[config.mk]
export PLATFORM = sky130hd
export DESIGN_NAME = sumo_robot_attack_sequencer_core
export DESIGN_NICKNAME = d
export VERILOG_FILES = /design/src/rtl/sras_pkg.sv /design/src/rtl/sras_cfg.sv /design/src/rtl/sras_ctrl.sv /design/src/rtl/sras_dp.sv /design/src/rtl/sumo_robot_attack_sequencer_core.sv
export SDC_FILE = /design/constraint.sdc
export NUM_CORES = 1
export LEC_CHECK = 0
export BUFFER_PORTS_ARGS = -buffer_cell sky130_fd_sc_hd__buf_2
export CORE_MARGIN = 5
export CORE_UTILIZATION = 35
export CTS_CLUSTER_DIAMETER = 120
export DETAILED_ROUTE_END_ITERATION = 16
export GPL_TIMING_DRIVEN = 0
export HOLD_SLACK_MARGIN = 0.1
export PLACE_DENSITY_LB_ADDON = 0.2
export SLEW_MARGIN = 5
export SYNTH_ARGS = -nofsm -noshare
export SYNTH_HDL_FRONTEND = slang
export SYNTH_HIERARCHICAL = 1
export SYNTH_SLANG_ARGS = --single-unit
[constraint.sdc]
create_clock -name clk_i -period 5.7 [get_ports clk_i]
set_input_delay 0.285 -clock clk_i [delete_from_list [all_inputs] [get_ports clk_i]]
set_output_delay 0.285 -clock clk_i [all_outputs]
set_load 0.03 [all_outputs]
[src/rtl/sras_pkg.sv]
package sras_pkg;

  localparam int RANGE_BITS_DEF = 13;
  localparam int LINE_BITS_DEF  = 12;

  localparam int SENS_W = 11;
  localparam int THR_W  = 12;
  localparam int TICK_W = 8;
  localparam int SPD_W  = 7;
  localparam int PH_W   = 3;
  localparam int RET_W  = 2;
  localparam int DIR_W  = 2;

  // result word layout
  localparam int OUT_W      = 24;
  localparam int OUT_USED_W = 2 * SPD_W + 4 + PH_W;
  localparam int OUT_PH_LSB = 2 * SPD_W + 4;
  localparam int OUT_PWR_BIT = 2 * SPD_W + 3;

  // apb
  localparam int ADDR_W = 5;
  localparam int DATA_W = 32;

  localparam logic [2:0] REG_SENSING  = 3'd0;
  localparam logic [2:0] REG_CONTACT  = 3'd1;
  localparam logic [2:0] REG_LINE_THR = 3'd2;
  localparam logic [2:0] REG_BACKUP   = 3'd3;
  localparam logic [2:0] REG_TURN     = 3'd4;
  localparam logic [2:0] REG_CRUISE   = 3'd5;
  localparam logic [2:0] REG_SPIN_REV = 3'd6;

  localparam logic [SENS_W-1:0] RST_SENSING  = 11'd400;
  localparam logic [SENS_W-1:0] RST_CONTACT  = 11'd150;
  localparam logic [THR_W-1:0]  RST_LINE_THR = 12'd3900;
  localparam logic [TICK_W-1:0] RST_BACKUP   = 8'd100;
  localparam logic [TICK_W-1:0] RST_TURN     = 8'd200;
  localparam logic [SPD_W-1:0]  RST_CRUISE   = 7'd60;

  // phase codes as seen on phase_now
  localparam logic [PH_W-1:0] PH_IDLE   = 3'd0;
  localparam logic [PH_W-1:0] PH_SEARCH = 3'd1;
  localparam logic [PH_W-1:0] PH_ATTACK = 3'd2;
  localparam logic [PH_W-1:0] PH_BACKUP = 3'd3;
  localparam logic [PH_W-1:0] PH_TURN   = 3'd4;

  localparam logic [RET_W-1:0] RET_SEARCH = 2'd1;
  localparam logic [RET_W-1:0] RET_ATTACK = 2'd2;

  // bit0 left reverse, bit1 right reverse
  localparam logic [DIR_W-1:0] DIR_FWD       = 2'b00;
  localparam logic [DIR_W-1:0] DIR_LEFT_REV  = 2'b01;
  localparam logic [DIR_W-1:0] DIR_RIGHT_REV = 2'b10;
  localparam logic [DIR_W-1:0] DIR_BOTH_REV  = 2'b11;

  localparam logic [SPD_W-1:0] SPD_FULL      = 7'd100;
  localparam logic [SPD_W-1:0] SPD_FOLLOW    = 7'd80;
  localparam logic [SPD_W-1:0] SPD_SPIN_FAST = 7'd70;
  localparam logic [SPD_W-1:0] SPD_SPIN_SLOW = 7'd10;
  localparam logic [SPD_W-1:0] K_FRONT       = 7'd80;
  localparam logic [SPD_W-1:0] K_SIDE        = 7'd40;

  // one quotient bit per divider step
  localparam int DIV_STEPS = SPD_W;
  localparam int CNT_W     = $clog2(DIV_STEPS);

  typedef struct packed {
    logic [SENS_W-1:0] sensing;
    logic [SENS_W-1:0] contact;
    logic [THR_W-1:0]  line_thr;
    logic [TICK_W-1:0] backup;
    logic [TICK_W-1:0] turn;
    logic [SPD_W-1:0]  cruise;
    logic              spin_rev;
  } cfg_t;

  typedef struct packed {
    logic capture;
    logic calc;
    logic div_step;
    logic div_last;
    logic load_out;
  } cmd_t;

  typedef struct packed {
    logic need_div;
    logic out_free;
  } sts_t;

  function automatic int in_width(int rb, int lb);
    return ((1 + 4 * (rb + 1) + 3 * lb + 7) / 8) * 8;
  endfunction

endpackage

[src/rtl/sras_cfg.sv]
module sras_cfg (
  input  logic                        clk_i,
  input  logic                        rst_ni,
  input  logic                        psel,
  input  logic                        penable,
  input  logic                        pwrite,
  input  logic [sras_pkg::ADDR_W-1:0] paddr,
  input  logic [sras_pkg::DATA_W-1:0] pwdata,
  output logic [sras_pkg::DATA_W-1:0] prdata,
  output logic                        pready,
  output sras_pkg::cfg_t              cfg_o
);
  import sras_pkg::*;

  cfg_t       cfg_q;
  logic       wr_en;
  logic [2:0] idx;

  assign pready = 1'b1;
  assign wr_en  = psel && penable && pwrite;
  assign idx    = paddr[ADDR_W-1:2];
  assign cfg_o  = cfg_q;

  always_ff @(posedge clk_i or negedge rst_ni) begin
    if (!rst_ni) begin
      cfg_q.sensing  <= RST_SENSING;
      cfg_q.contact  <= RST_CONTACT;
      cfg_q.line_thr <= RST_LINE_THR;
      cfg_q.backup   <= RST_BACKUP;
      cfg_q.turn     <= RST_TURN;
      cfg_q.cruise   <= RST_CRUISE;
      cfg_q.spin_rev <= 1'b0;
    end else if (wr_en) begin
      unique case (idx)
        REG_SENSING:  cfg_q.sensing  <= pwdata[SENS_W-1:0];
        REG_CONTACT:  cfg_q.contact  <= pwdata[SENS_W-1:0];
        REG_LINE_THR: cfg_q.line_thr <= pwdata[THR_W-1:0];
        REG_BACKUP:   cfg_q.backup   <= pwdata[TICK_W-1:0];
        REG_TURN:     cfg_q.turn     <= pwdata[TICK_W-1:0];
        REG_CRUISE:   cfg_q.cruise   <= pwdata[SPD_W-1:0];
        REG_SPIN_REV: cfg_q.spin_rev <= pwdata[0];
        default: ;
      endcase
    end
  end

  always_comb begin
    unique case (idx)
      REG_SENSING:  prdata = DATA_W'(cfg_q.sensing);
      REG_CONTACT:  prdata = DATA_W'(cfg_q.contact);
      REG_LINE_THR: prdata = DATA_W'(cfg_q.line_thr);
      REG_BACKUP:   prdata = DATA_W'(cfg_q.backup);
      REG_TURN:     prdata = DATA_W'(cfg_q.turn);
      REG_CRUISE:   prdata = DATA_W'(cfg_q.cruise);
      REG_SPIN_REV: prdata = DATA_W'(cfg_q.spin_rev);
      default:      prdata = '0;
    endcase
  end

endmodule

[src/rtl/sras_ctrl.sv]
module sras_ctrl (
  input  logic           clk_i,
  input  logic           rst_ni,
  input  logic           in_valid_i,
  output logic           in_ready_o,
  input  sras_pkg::sts_t sts_i,
  output sras_pkg::cmd_t cmd_o
);
  import sras_pkg::*;

  typedef enum logic [3:0] {
    ST_IDLE = 4'b0001,
    ST_CALC = 4'b0010,
    ST_DIV  = 4'b0100,
    ST_FIN  = 4'b1000
  } ctl_state_e;

  ctl_state_e       state_q, state_d;
  logic [CNT_W-1:0] cnt_q, cnt_d;

  always_comb begin
    state_d    = state_q;
    cnt_d      = cnt_q;
    cmd_o      = '0;
    in_ready_o = 1'b0;
    unique case (state_q)
      ST_IDLE: begin
        in_ready_o = 1'b1;
        if (in_valid_i) begin
          cmd_o.capture = 1'b1;
          state_d       = ST_CALC;
        end
      end
      ST_CALC: begin
        cmd_o.calc = 1'b1;
        cnt_d      = '0;
        state_d    = sts_i.need_div ? ST_DIV : ST_FIN;
      end
      ST_DIV: begin
        cmd_o.div_step = 1'b1;
        if (cnt_q == CNT_W'(DIV_STEPS - 1)) begin
          cmd_o.div_last = 1'b1;
          state_d        = ST_FIN;
        end else begin
          cnt_d = cnt_q + 1'b1;
        end
      end
      ST_FIN: begin
        // wait for the output word slot
        if (sts_i.out_free) begin
          cmd_o.load_out = 1'b1;
          state_d        = ST_IDLE;
        end
      end
      default: state_d = ST_IDLE;
    endcase
  end

  always_ff @(posedge clk_i or negedge rst_ni) begin
    if (!rst_ni) begin
      state_q <= ST_IDLE;
      cnt_q   <= '0;
    end else begin
      state_q <= state_d;
      cnt_q   <= cnt_d;
    end
  end

endmodule

[src/rtl/sras_dp.sv]
module sras_dp #(
  parameter int  RANGE_BITS = sras_pkg::RANGE_BITS_DEF,
  parameter int  LINE_BITS  = sras_pkg::LINE_BITS_DEF,
  localparam int IN_W       = sras_pkg::in_width(RANGE_BITS, LINE_BITS)
) (
  input  logic                       clk_i,
  input  logic                       rst_ni,
  input  sras_pkg::cfg_t             cfg_i,
  input  sras_pkg::cmd_t             cmd_i,
  output sras_pkg::sts_t             sts_o,
  input  logic [IN_W-1:0]            in_data_i,
  input  logic                       out_ready_i,
  output logic                       out_valid_o,
  output logic [sras_pkg::OUT_W-1:0] out_data_o
);
  import sras_pkg::*;

  localparam int RW    = (RANGE_BITS > SENS_W) ? RANGE_BITS : SENS_W;
  localparam int LW    = (LINE_BITS > THR_W) ? LINE_BITS : THR_W;
  localparam int REM_W = RW + SPD_W;

  localparam int O_RSL  = 1;
  localparam int O_OKSL = O_RSL + RANGE_BITS;
  localparam int O_RFL  = O_OKSL + 1;
  localparam int O_OKFL = O_RFL + RANGE_BITS;
  localparam int O_RFR  = O_OKFL + 1;
  localparam int O_OKFR = O_RFR + RANGE_BITS;
  localparam int O_RSR  = O_OKFR + 1;
  localparam int O_OKSR = O_RSR + RANGE_BITS;
  localparam int O_LFL  = O_OKSR + 1;
  localparam int O_LFR  = O_LFL + LINE_BITS;
  localparam int O_LBK  = O_LFR + LINE_BITS;

  // captured tick
  logic                  start_q, oksl_q, okfl_q, okfr_q, oksr_q;
  logic [RANGE_BITS-1:0] rsl_q, rfl_q, rfr_q, rsr_q;
  logic [LINE_BITS-1:0]  lfl_q, lfr_q, lbk_q;

  // sequencer state
  logic [PH_W-1:0]   phase_q, phase_d;
  logic [RET_W-1:0]  ret_q, ret_d;
  logic [TICK_W-1:0] tick_q, tick_d;
  logic              rse_q, rse_d;
  logic              rcp_q, rcp_d;
  logic [SPD_W-1:0]  hl_q, hl_d;
  logic [SPD_W-1:0]  hr_q, hr_d;
  logic [DIR_W-1:0]  dir_q, dir_d;
  logic              led_q, led_d;

  // divider
  logic [REM_W-1:0] rem_q, dsh_q, num;
  logic [SPD_W-1:0] quo_q, quo_nx;
  logic             dst_right_q, div_ge;

  logic              out_valid_q;
  logic [OUT_W-1:0]  out_data_q;

  logic [RW-1:0]    sens_x, cont_x, rsl_x, rfl_x, rfr_x, rsr_x;
  logic [LW-1:0]    thr_x;
  logic             lt_sl, lt_fl, lt_fr, lt_sr, gt_fl, gt_fr, ct_fl, ct_fr;
  logic             lh_fl, lh_fr, lh_bk;
  logic [SPD_W-1:0] cruise;

  logic             need_div, div_right, div_side;
  logic [RW-1:0]    div_range;
  logic [SPD_W-1:0] div_k;

  assign sens_x = RW'(cfg_i.sensing);
  assign cont_x = RW'(cfg_i.contact);
  assign rsl_x  = RW'(rsl_q);
  assign rfl_x  = RW'(rfl_q);
  assign rfr_x  = RW'(rfr_q);
  assign rsr_x  = RW'(rsr_q);
  assign thr_x  = LW'(cfg_i.line_thr);

  assign lt_sl = rsl_x < sens_x;
  assign lt_fl = rfl_x < sens_x;
  assign lt_fr = rfr_x < sens_x;
  assign lt_sr = rsr_x < sens_x;
  assign gt_fl = rfl_x > sens_x;
  assign gt_fr = rfr_x > sens_x;
  assign ct_fl = rfl_x < cont_x;
  assign ct_fr = rfr_x < cont_x;
  assign lh_fl = LW'(lfl_q) < thr_x;
  assign lh_fr = LW'(lfr_q) < thr_x;
  assign lh_bk = LW'(lbk_q) < thr_x;

  assign cruise = (cfg_i.cruise > SPD_FULL) ? SPD_FULL : cfg_i.cruise;

  always_ff @(posedge clk_i) begin
    if (cmd_i.capture) begin
      start_q <= in_data_i[0];
      rsl_q   <= in_data_i[O_RSL +: RANGE_BITS];
      oksl_q  <= in_data_i[O_OKSL];
      rfl_q   <= in_data_i[O_RFL +: RANGE_BITS];
      okfl_q  <= in_data_i[O_OKFL];
      rfr_q   <= in_data_i[O_RFR +: RANGE_BITS];
      okfr_q  <= in_data_i[O_OKFR];
      rsr_q   <= in_data_i[O_RSR +: RANGE_BITS];
      oksr_q  <= in_data_i[O_OKSR];
      lfl_q   <= in_data_i[O_LFL +: LINE_BITS];
      lfr_q   <= in_data_i[O_LFR +: LINE_BITS];
      lbk_q   <= in_data_i[O_LBK +: LINE_BITS];
    end
  end

  // one tick of the fight sequence
  always_comb begin
    logic run_search, run_attack, check, bk_go, bk_side;
    logic fl, fr, ram;
    phase_d    = phase_q;
    ret_d      = ret_q;
    tick_d     = tick_q;
    rse_d      = rse_q;
    rcp_d      = rcp_q;
    hl_d       = hl_q;
    hr_d       = hr_q;
    dir_d      = dir_q;
    led_d      = led_q;
    need_div   = 1'b0;
    div_right  = 1'b0;
    div_side   = 1'b0;
    div_range  = '0;
    run_search = 1'b0;
    run_attack = 1'b0;
    check      = 1'b0;
    bk_go      = 1'b0;
    bk_side    = 1'b0;
    fl         = okfl_q && lt_fl;
    fr         = okfr_q && lt_fr;
    ram        = okfl_q && okfr_q && ct_fl && ct_fr;

    if (!start_q) begin
      if (phase_q != PH_IDLE) begin
        phase_d = PH_IDLE;
        hl_d    = '0;
        hr_d    = '0;
      end
    end else begin
      unique case (phase_q)
        PH_SEARCH: run_search = 1'b1;
        PH_ATTACK: run_attack = 1'b1;
        PH_BACKUP: begin
          if (lh_bk || tick_q >= cfg_i.backup) begin
            // escape side's wheel goes forward
            dir_d   = rse_q ? (dir_q & DIR_LEFT_REV) : (dir_q & DIR_RIGHT_REV);
            phase_d = PH_TURN;
            tick_d  = '0;
            if (rse_q) led_d = 1'b0;
          end else if (tick_q != '1) begin
            tick_d = tick_q + 1'b1;
          end
        end
        PH_TURN: begin
          if (rse_q) led_d = 1'b0;
          if (lt_fl || lt_fr || tick_q >= cfg_i.turn) begin
            rcp_d = 1'b0;
            if (rcp_q && lh_fr) begin
              bk_go   = 1'b1;
              bk_side = 1'b1;
            end else if (ret_q == RET_ATTACK) begin
              run_attack = 1'b1;
            end else begin
              run_search = 1'b1;
            end
          end else if (tick_q != '1) begin
            tick_d = tick_q + 1'b1;
          end
        end
        default: begin
          dir_d      = DIR_FWD;
          hl_d       = cfg_i.spin_rev ? SPD_SPIN_FAST : SPD_SPIN_SLOW;
          hr_d       = cfg_i.spin_rev ? SPD_SPIN_SLOW : SPD_SPIN_FAST;
          run_search = 1'b1;
        end
      endcase
    end

    if (run_search) begin
      if (gt_fl && gt_fr) begin
        phase_d = PH_SEARCH;
        ret_d   = RET_SEARCH;
        check   = 1'b1;
      end else begin
        run_attack = 1'b1;
      end
    end

    if (run_attack) begin
      phase_d = PH_ATTACK;
      ret_d   = RET_ATTACK;
      dir_d   = DIR_FWD;
      led_d   = 1'b1;
      check   = 1'b1;
      priority if (ram) begin
        hl_d  = SPD_FULL;
        hr_d  = SPD_FULL;
        check = fl && fr;
      end else if (fl) begin
        hr_d      = SPD_FOLLOW;
        need_div  = 1'b1;
        div_range = rfl_x;
      end else if (fr) begin
        hl_d      = SPD_FOLLOW;
        need_div  = 1'b1;
        div_right = 1'b1;
        div_range = rfr_x;
      end else if (oksl_q && lt_sl) begin
        dir_d     = DIR_LEFT_REV;
        hr_d      = SPD_FOLLOW;
        need_div  = 1'b1;
        div_side  = 1'b1;
        div_range = rsl_x;
      end else if (oksr_q && lt_sr) begin
        dir_d     = DIR_RIGHT_REV;
        hl_d      = SPD_FOLLOW;
        need_div  = 1'b1;
        div_right = 1'b1;
        div_side  = 1'b1;
        div_range = rsr_x;
      end else begin
        hl_d  = cruise;
        hr_d  = cruise;
        led_d = 1'b0;
      end
    end

    if (check) begin
      if (lh_fl) begin
        bk_go   = 1'b1;
        bk_side = 1'b0;
        rcp_d   = 1'b1;
      end else if (lh_fr) begin
        bk_go   = 1'b1;
        bk_side = 1'b1;
        rcp_d   = 1'b0;
      end
    end

    if (bk_go) begin
      dir_d    = DIR_BOTH_REV;
      hl_d     = cruise;
      hr_d     = cruise;
      phase_d  = PH_BACKUP;
      tick_d   = '0;
      rse_d    = bk_side;
      need_div = 1'b0;
    end
  end

  assign sts_o.need_div = need_div;
  assign sts_o.out_free = !out_valid_q || out_ready_i;

  // range * k / sensing, quotient known to stay below k
  assign div_k  = div_side ? K_SIDE : K_FRONT;
  assign num    = REM_W'(div_range) * REM_W'(div_k);
  assign div_ge = rem_q >= dsh_q;
  assign quo_nx = {quo_q[SPD_W-2:0], div_ge};

  always_ff @(posedge clk_i) begin
    if (cmd_i.calc) begin
      rem_q       <= num;
      dsh_q       <= REM_W'(cfg_i.sensing) << (DIV_STEPS - 1);
      quo_q       <= '0;
      dst_right_q <= div_right;
    end else if (cmd_i.div_step) begin
      if (div_ge) rem_q <= rem_q - dsh_q;
      dsh_q <= dsh_q >> 1;
      quo_q <= quo_nx;
    end
  end

  always_ff @(posedge clk_i or negedge rst_ni) begin
    if (!rst_ni) begin
      phase_q <= PH_IDLE;
      ret_q   <= RET_SEARCH;
      tick_q  <= '0;
      rse_q   <= 1'b0;
      rcp_q   <= 1'b0;
      hl_q    <= '0;
      hr_q    <= '0;
      dir_q   <= DIR_FWD;
      led_q   <= 1'b0;
    end else if (cmd_i.calc) begin
      phase_q <= phase_d;
      ret_q   <= ret_d;
      tick_q  <= tick_d;
      rse_q   <= rse_d;
      rcp_q   <= rcp_d;
      hl_q    <= hl_d;
      hr_q    <= hr_d;
      dir_q   <= dir_d;
      led_q   <= led_d;
    end else if (cmd_i.div_step && cmd_i.div_last) begin
      if (dst_right_q) hr_q <= quo_nx;
      else hl_q <= quo_nx;
    end
  end

  always_ff @(posedge clk_i or negedge rst_ni) begin
    if (!rst_ni) begin
      out_valid_q <= 1'b0;
    end else if (cmd_i.load_out) begin
      out_valid_q <= 1'b1;
    end else if (out_ready_i) begin
      out_valid_q <= 1'b0;
    end
  end

  always_ff @(posedge clk_i) begin
    if (cmd_i.load_out) begin
      out_data_q <= {(OUT_W - OUT_USED_W)'(0), phase_q, (phase_q != PH_IDLE), led_q,
                     dir_q[1], dir_q[0], hr_q, hl_q};
    end
  end

  assign out_valid_o = out_valid_q;
  assign out_data_o  = out_data_q;

endmodule

[src/rtl/sumo_robot_attack_sequencer_core.sv]
// Mini-sumo fight sequencer. Each input word is one 1 ms tick carrying the start
// level, four range readings with their valid flags and three floor line readings;
// each tick yields exactly one output word with both wheel speeds and directions,
// the LED, the line-sensor power and the current phase (idle, search, attack,
// back-up, turn). Registers on the APB port (byte address 4*i): sensing distance,
// contact distance, line threshold, back-up ticks, turn ticks, cruise speed,
// spin reverse; write them only while no tick is in flight. An accepted tick goes
// through the calculation state, then the restoring divider (one quotient bit per
// cycle) if its attack speed follows a range reading, then the final state, which
// loads the output word once the output register is free. One tick is in flight at
// a time; the output register lets the next tick be taken while the previous word waits.
module sumo_robot_attack_sequencer_core #(
  parameter int  RANGE_BITS = sras_pkg::RANGE_BITS_DEF,
  parameter int  LINE_BITS  = sras_pkg::LINE_BITS_DEF,
  localparam int IN_W       = sras_pkg::in_width(RANGE_BITS, LINE_BITS)
) (
  input  logic                        clk_i,
  input  logic                        rst_ni,
  input  logic                        s_axis_tvalid,
  output logic                        s_axis_tready,
  // start_signal, range_side_left, side_left_ok, range_front_left, front_left_ok,
  // range_front_right, front_right_ok, range_side_right, side_right_ok,
  // line_front_left, line_front_right, line_back, zero fill
  input  logic [IN_W-1:0]             s_axis_tdata,
  output logic                        m_axis_tvalid,
  input  logic                        m_axis_tready,
  // left_speed, right_speed, left_reverse, right_reverse, led_on, sensor_power,
  // phase_now, zero fill
  output logic [sras_pkg::OUT_W-1:0]  m_axis_tdata,
  input  logic                        psel,
  input  logic                        penable,
  input  logic                        pwrite,
  input  logic [sras_pkg::ADDR_W-1:0] paddr,
  input  logic [sras_pkg::DATA_W-1:0] pwdata,
  output logic [sras_pkg::DATA_W-1:0] prdata,
  output logic                        pready
);
  import sras_pkg::*;

  cfg_t cfg;
  cmd_t cmd;
  sts_t sts;

  sras_cfg u_cfg (
    .clk_i   (clk_i),
    .rst_ni  (rst_ni),
    .psel    (psel),
    .penable (penable),
    .pwrite  (pwrite),
    .paddr   (paddr),
    .pwdata  (pwdata),
    .prdata  (prdata),
    .pready  (pready),
    .cfg_o   (cfg)
  );

  sras_ctrl u_ctrl (
    .clk_i      (clk_i),
    .rst_ni     (rst_ni),
    .in_valid_i (s_axis_tvalid),
    .in_ready_o (s_axis_tready),
    .sts_i      (sts),
    .cmd_o      (cmd)
  );

  sras_dp #(
    .RANGE_BITS (RANGE_BITS),
    .LINE_BITS  (LINE_BITS)
  ) u_dp (
    .clk_i       (clk_i),
    .rst_ni      (rst_ni),
    .cfg_i       (cfg),
    .cmd_i       (cmd),
    .sts_o       (sts),
    .in_data_i   (s_axis_tdata),
    .out_ready_i (m_axis_tready),
    .out_valid_o (m_axis_tvalid),
    .out_data_o  (m_axis_tdata)
  );

endmodule

==> results of run 1 <==
[power by group through the flow]
stage | Sequential, mW | Combinational (mW) | Clock [mW]
6_report | 2.82 | 3.07 | 1.93
3_5_place_dp | 2.83 | 2.58 | 0
5_1_grt | 2.86 | 3.40 | 2.06
2_1_floorplan | 2.70 | 1.86 | 0
3_3_place_gp | 2.85 | 2.49 | 0
4_1_cts | 2.81 | 2.90 | 1.99
[cell usage after synthesis (5+ instances only)]
library cell / n
or2_2: 5
and3_1: 24
buf_4: 25
nor3_1: 22
nor3b_1: 7
o211ai_1: 11
a21oi_1: 77
nand2b_1: 20
a221oi_1: 14
o31ai_1: 14
edfxtp_1: 146
o21ai_1: 9
dfxtp_1: 12
and2_1: 8
or3_1: 8
a31oi_1: 12
a211oi_1: 12
nand4_1: 13
clkbuf_1: 35
o22ai_1: 13
a31o_2: 7
nor2_1: 104
o21ai_0: 73
dfstp_2: 27
xor2_1: 14
o221ai_1: 8
o21bai_1: 9
mux2i_1: 45
xnor2_1: 12
and4_1: 7
fa_1: 13
nor2b_1: 17
ha_1: 184
dfrtp_1: 71
nand3_1: 34
a21o_1: 30
mux2_2: 64
a22o_1: 8
a22oi_1: 6
o21a_1: 14
buf_2: 14
nand2_1: 93
inv_1: 116
[flip-flops by register name, summed over array words and instances (netlist names), 4 cells and up]
name             flops
u_cfg/cfg_o         58
u_dp/out_data_o     21
u_dp/rem_q          20
u_dp/dsh_q          17
u_dp/rfl_q          13
u_dp/rfr_q          13
u_dp/rsl_q          13
u_dp/rsr_q          13
u_dp/lbk_q          12
u_dp/lfl_q          12
u_dp/lfr_q          12
u_dp/tick_q          8
u_dp/hl_q            7
u_dp/hr_q            7
u_dp/quo_q           6
u_ctrl/state_q       4
[per-layer routing]
layer,track usage,vias up,routed length (um)
met5,0,-,32
met4,0.0477,4,1200
met3,0.0260,88,2620
met2,0.309,387,22800
met1,0.256,6575,22200
li1,-,6474,-
[per-stage QoR]
step | utilization | instance area, um^2 | TNS (ns) | power, mW
finish | 0.471 | 21900 | -0.715 | 7.82
global route | 0.471 | 21900 | -1.91 | 8.32
CTS | 0.460 | 21400 | -0.391 | 7.69
detailed placement | 0.391 | 18200 | -6.84 | 5.41
global placement | 0.390 | 18100 | -6.14 | 5.34
floorplan | - | 16600 | 0 | 4.56
[critical path, cell delays in order (launching register included)]
cell and delay, ns:
dfstp_2 0.55, clkinvlp_4 0.21, buf_6 0.19, ha_4 0.26, nand2_1 0.07, nor2_2 0.12, nand2_2 0.09, o21a_2 0.26
nor2_4 0.17, buf_6 0.13, a221oi_1 0.08, o31a_1 0.39, a211oi_4 0.30, ha_2 0.33, fa_1 0.45, ha_4 0.28
ha_4 0.18, fa_2 0.40, a21o_1 0.20, a21oi_2 0.18, o21bai_2 0.11, a31oi_2 0.24, o21ai_2 0.10, nor2_1 0.13
xor2_1 0.18, a22o_1 0.18, a211oi_2 0.04
[final timing paths]
kind	end	cells past startpoint
setup reg to reg	u_dp/rem_q[17]	26
max in group asynchronous	u_cfg/cfg_o[55]	3
setup / recovery	u_dp/rem_q[17]	26
min in group asynchronous	u_dp/tick_q[4]	2
hold reg to reg	u_dp/out_data_o[19]	0
hold / removal	u_cfg/cfg_o[28]	2
[cells by family (layout without fill, tap and decap cells)]
logic type / Yosys count / after routing / synth area share
xor gates and xnor gates: 26 / 26 / 0.0138
AOI/OAI and AO/OA: 370 / 370 / 0.157
buffers and inverters: 194 / 588 / 0.0515
DFF: 256 / 256 / 0.432
adders and majority gates: 197 / 197 / 0.156
muxes: 109 / 109 / 0.0712
and+or+nand+nor: 386 / 386 / 0.119
other: 3 / 33 / 0.000684
[layout make-up]
cell class / instances / area, um^2
Buffer: 76 / 488
Clock buffer: 36 / 795
Clock inverter: 20 / 204
Fill cell: 4239 / 24600
Inverter: 117 / 448
Multi-Input combinational cell: 1121 / 9540
Sequential cell: 256 / 7110
Tap cell: 607 / 759
Timing Repair Buffer: 339 / 2580
[timing repair]
action                                  in CTS  in global routing
gates resized for setup                    112                 82
gates cloned                                 1                  0
hold buffers                               107                  0
pin swaps                                   54                 44
endpoints found under the setup margin      10                  7
hold endpoints to repair                   184                  0
buffers inserted                            58                 24
==> results.yml, run 1 <==
outcome:
  status: "finished with violations"
  violations: "setup timing"
sta:
  rsz0062_at_grt: "yes"
  slew_viol_final: 0
  clock_skew_ns: 0.00975
  fin_hold_ws_ns: 0.132
  worst_pin_slew_ns: 1.01
  slew_headroom: 0.320
  timing.final.crit_share: 1.06
  setup_viol: 4
  finalHoldViolCount: 0
  fin_crit_ns: 6.06
  setup_slack_ns: -0.361
  fmax_mhz: 165
yosys:
  ys_ff_latch: 256
  synth_edf_count: 146
  avgSynthCellArea_um2: 10.7
  ys_async_sr_fraction: 0.383
  ys_warn_count: 6
  yosysTopAreaCell: "edfxtp_1"
  syn_area_mm2: 0.0165
  synth_flop_cell: "edfxtp_1"
  synth_cell_types: 93
  synthTopCellsByArea: "edfxtp_1 27%, ha_1 14%, dfrtp_1 11%"
  synth.yosys.seq_area_share: 0.432
  synth_top_area_frac: 0.266
  syn_inst: 1541
clocking:
  clock_latency_ns: 0.57
  cts_made_buffers: 30
  cts_buffer_depth: 3
  htreeDepth: 1
  cts_root_buf: "clkbuf_16"
  path_clk_slew_ns: 0.06
  cts_tree: "done"
  numClockSinks: 256
job:
  max_cap_violations: 0
setup_path:
  r2r-start: "u_cfg/cfg_o[55]"
  path_class: "flop to flop"
  cp-start-kind: "flop"
  r2r_setup_slack_ns: -0.36
  cp-end-kind: "flop"
  crit_fanout: 5
  crit_start: "u_cfg/cfg_o[55]"
  crit_arrival_ns: 6.35
  crit_required_ns: 5.99
drt:
  first_pass_iters: 5
  wire_per_inst_um: 19.0
  ant_nets: 0
  drt-initial-drc-count: 935
  totalWireLength_um: 48800
  drc: 0
  viasPerCell: 5.26
  vias: 13528
pwr:
  power.leakage_nw: 9.43
  combPwrFrac: 0.393
  sw_frac_of_total: 0.371
  power.switching_mw: 2.90
  power_density_mw_per_mm2: 357
  sequentialPowerShare: 0.360
  intPower_mw: 4.92
  power_frac_clock: 0.247
  ir_worst_vdd_mv: 0.331
die:
  die_w_um: 227
  core_mm2: 0.0466
  io_pins: 199
  start_util: 0.354
  fp.dieH_um: 227
  num_rows: 79
  dieArea_mm2: 0.0515
grt:
  grt_use_total: 0.186
  grt_pass1_wl_um: 75900
  grt-ovfl-total: 0
  antenna_found_initial: 2
  grt_max_degree: 62
  grt_pass1_vias: 13823
cells_and_area:
  area_growth_pct: 33.2
  layout_common_cells: "162 x buf_2, 153 x ha_1, 146 x edfxtp_1, 107 x dlygate4sd3_1, 107 x inv_1"
  final_nets: 2278
  drive_gt1_frac: 0.296
  final_cells: 2572
  n_antenna_cell: 0
  final_common_cell: "buf_2"
placement:
  place_hpwl_um: 36200
  gp_congestion: 0.873
  io_buffers: 149
  post-place-ws_ns: -1.22
  dpl.cell_count: 2330
min_path:
  hp-start: "pwdata[4]"
  hp-class: "input port to flop"
(Power assumes the default switching activity.)
==> run 2: changes to the inputs <==
--- a/config.mk
+++ b/config.mk
@@ -10,7 +10,6 @@
 export CORE_UTILIZATION = 35
 export CTS_CLUSTER_DIAMETER = 120
 export DETAILED_ROUTE_END_ITERATION = 16
-export GPL_TIMING_DRIVEN = 0
 export HOLD_SLACK_MARGIN = 0.1
 export PLACE_DENSITY_LB_ADDON = 0.2
 export SLEW_MARGIN = 5
==> constraint.sdc (replaced) <==
create_clock -name clk_i -period 5.2 [get_ports clk_i]
set_input_delay 0.26 -clock clk_i [delete_from_list [all_inputs] [get_ports clk_i]]
set_output_delay 0.26 -clock clk_i [all_outputs]
set_load 0.03 [all_outputs]
==> run 2 against run 1 <==
  * The flow still finishes with violations (setup timing)
  * Fmax up 6.6%
  * Count of clock-buffer cells in the layout rose by 4
  * Register-to-register slack worse by 0.13 ns
  * Hold slack better by 0.077 ns
  * Cell count is 4.2% higher
  * Setup slack worse by 0.13 ns
  * Flip-flop and latch count did not move
  * Power rose by 13%
  * Sequential power grew 7.8%
  * Combinational power is 21% higher
  * Sequential share of layout area is 1.2 points lower
  * Non-clock buffer count is 106 higher
  * Critical path type unchanged
  * Critical endpoint unchanged
  * Largest power group unchanged
  * Highest routed layer is now met4
==> results.yml, run 2 (synthesis results as in run 1) <==
outcome:
  status: "finished with violations"
  violations: "setup timing"
sta:
  worst_pin_slew_ns: 1.10
  timing.final.crit_share: 1.09
  finalHoldViolCount: 0
  setup_slack_ns: -0.487
  fin_tns_setup_ns: -2.17
  setup_viol: 7
  clock_skew_ns: 0.0164
  fmax_mhz: 176
  rsz0062_at_grt: "yes"
  slew_viol_final: 0
  fin_crit_ns: 5.69
  slew_headroom: 0.266
pwr:
  power.leakage_nw: 10.1
  sequentialPowerShare: 0.343
  power_frac_clock: 0.238
  power_density_mw_per_mm2: 390
  combPwrFrac: 0.419
  ir_worst_vdd_mv: 0.269
  power.switching_mw: 3.25
  intPower_mw: 5.62
  sw_frac_of_total: 0.367
min_path:
  hp-class: "input port to flop"
setup_path:
  cp-start-kind: "flop"
  slowest_delay_ns: 0.56
  r2r-start: "u_cfg/cfg_o[55]"
  critPathMostFrequentCell: "ha_4"
  crit_fanout: 7
  reg2reg_to: "u_dp/rem_q[17]"
  r2r_setup_slack_ns: -0.49
  crit_required_ns: 5.51
  cp-end-kind: "flop"
  crit_start: "u_cfg/cfg_o[55]"
  crit_arrival_ns: 6.00
  slowest_stage: "dfstp_2"
  path_class: "flop to flop"
  reg2reg_depth: 30
  endpoint: "u_dp/rem_q[17]"
clocking:
  cts_root_buf: "clkbuf_16"
  cts_made_buffers: 31
  numClockSinks: 256
  htreeDepth: 1
  cts_tree: "done"
  cts_buffer_depth: 3
  path_clk_slew_ns: 0.07
  clock_latency_ns: 0.59
cells_and_area:
  final_common_cell: "buf_4"
  final_area_mm2: 0.0228
  fin_util: 0.489
  n_antenna_cell: 0
  final_nets: 2386
  drive_gt1_frac: 0.341
  area_growth_pct: 38.3
  largest_register_ffs: 58
  layout_common_cells: "242 x buf_4, 161 x ha_1, 148 x buf_2, 146 x edfxtp_1, 108 x dlygate4sd3_1"
drt:
  ant_nets: 0
  totalWireLength_um: 48900
  viasPerCell: 5.10
  drc: 0
  vias: 13677
  first_pass_iters: 6
  wire_per_inst_um: 18.3
  drt-initial-drc-count: 784
die:
  die_w_um: 227
  core_mm2: 0.0466
  fp.dieH_um: 227
  io_pins: 199
  dieArea_mm2: 0.0515
  start_util: 0.354
  num_rows: 79
placement:
  place_area_mm2: 0.0197
  gp_congestion: 0.930
  post-place-ws_ns: -0.713
  place_hpwl_um: 36500
  io_buffers: 149
grt:
  grt_use_total: 0.187
  grt_pass1_wl_um: 77100
  grt_max_degree: 95
  antenna_found_initial: 0
  grt-ovfl-total: 0
  grt_pass1_vias: 14154
job:
  max_cap_violations: 0
-- run 2: cell type report --
cell class / count / area (um^2)
fillers: 4287 / 23800
multi-input cells: 1122 / 9500
flip-flops and latches: 256 / 7110
repair buffers: 521 / 3960
clock buffers: 40 / 820
well taps: 607 / 759
inverters: 117 / 454
clock inverters: 18 / 156
-- run 2: what timing repair did --
item / 4_1_cts / 5_1_grt
buffers inserted: 28 / 11
resized for setup: 85 / 43
pin swaps: 51 / 33
endpoints found under the hold margin: 190 / 0
hold buffers: 108 / 0
cloned: 1 / 0
endpoints found under the setup margin: 8 / 9
-- run 2: through the flow --
step / hold slack [ns] / std cells / total power, mW
floorplan: -0.0356 / 1571 / 5.07
global placement: 0.427 / 2475 / 6.34
detailed placement: 0.427 / 2475 / 6.40
CTS: 0.160 / 2670 / 8.84
global route: 0.212 / 2681 / 9.45
finish: 0.209 / 2681 / 8.87
-- run 2: worst max-delay path, delay by kind of cell, from the launching register on --
family | cells | cell delay (ns)
xor+xnor | 1 | 0.15
buf+inv | 7 | 0.71
fa+ha+maj | 6 | 1.90
simple gates | 6 | 0.54
flops | 1 | 0.56
compound gates | 10 | 1.57
-- run 2: layer usage --
layer / global-route usage / wire [um] / share of wire / vias to the layer above
met5: 0 / 0 / 0 / -
met4: 0.0479 / 1280 / 0.026 / 0
met3: 0.0214 / 2120 / 0.043 / 79
met2: 0.319 / 23100 / 0.47 / 336
met1: 0.255 / 22400 / 0.46 / 6577
li1: - / - / - / 6685
-- run 2: power by group through the flow --
stage	sequential, mW	combinational, mW	clock [mW]
after global routing	3.09	4.11	2.26
final	3.04	3.72	2.11
after global placement	3.06	3.27	0
after floorplan	2.97	2.10	0
after detailed placement	3.07	3.33	0
after CTS	3.04	3.61	2.19
-- run 2: worst min-delay path by stage --
stage / start / end / slack (ns) / depth (start not counted)
after floorplan: rst_ni / u_cfg/cfg_o[0] / -0.04 / 0
after global placement: rst_ni / u_cfg/cfg_o[24] / 0.43 / 1
after detailed placement: rst_ni / u_cfg/cfg_o[24] / 0.43 / 1
after CTS: penable / u_cfg/cfg_o[0] / 0.16 / 4
after global routing: penable / u_cfg/cfg_o[0] / 0.21 / 4
final: penable / u_cfg/cfg_o[0] / 0.21 / 4
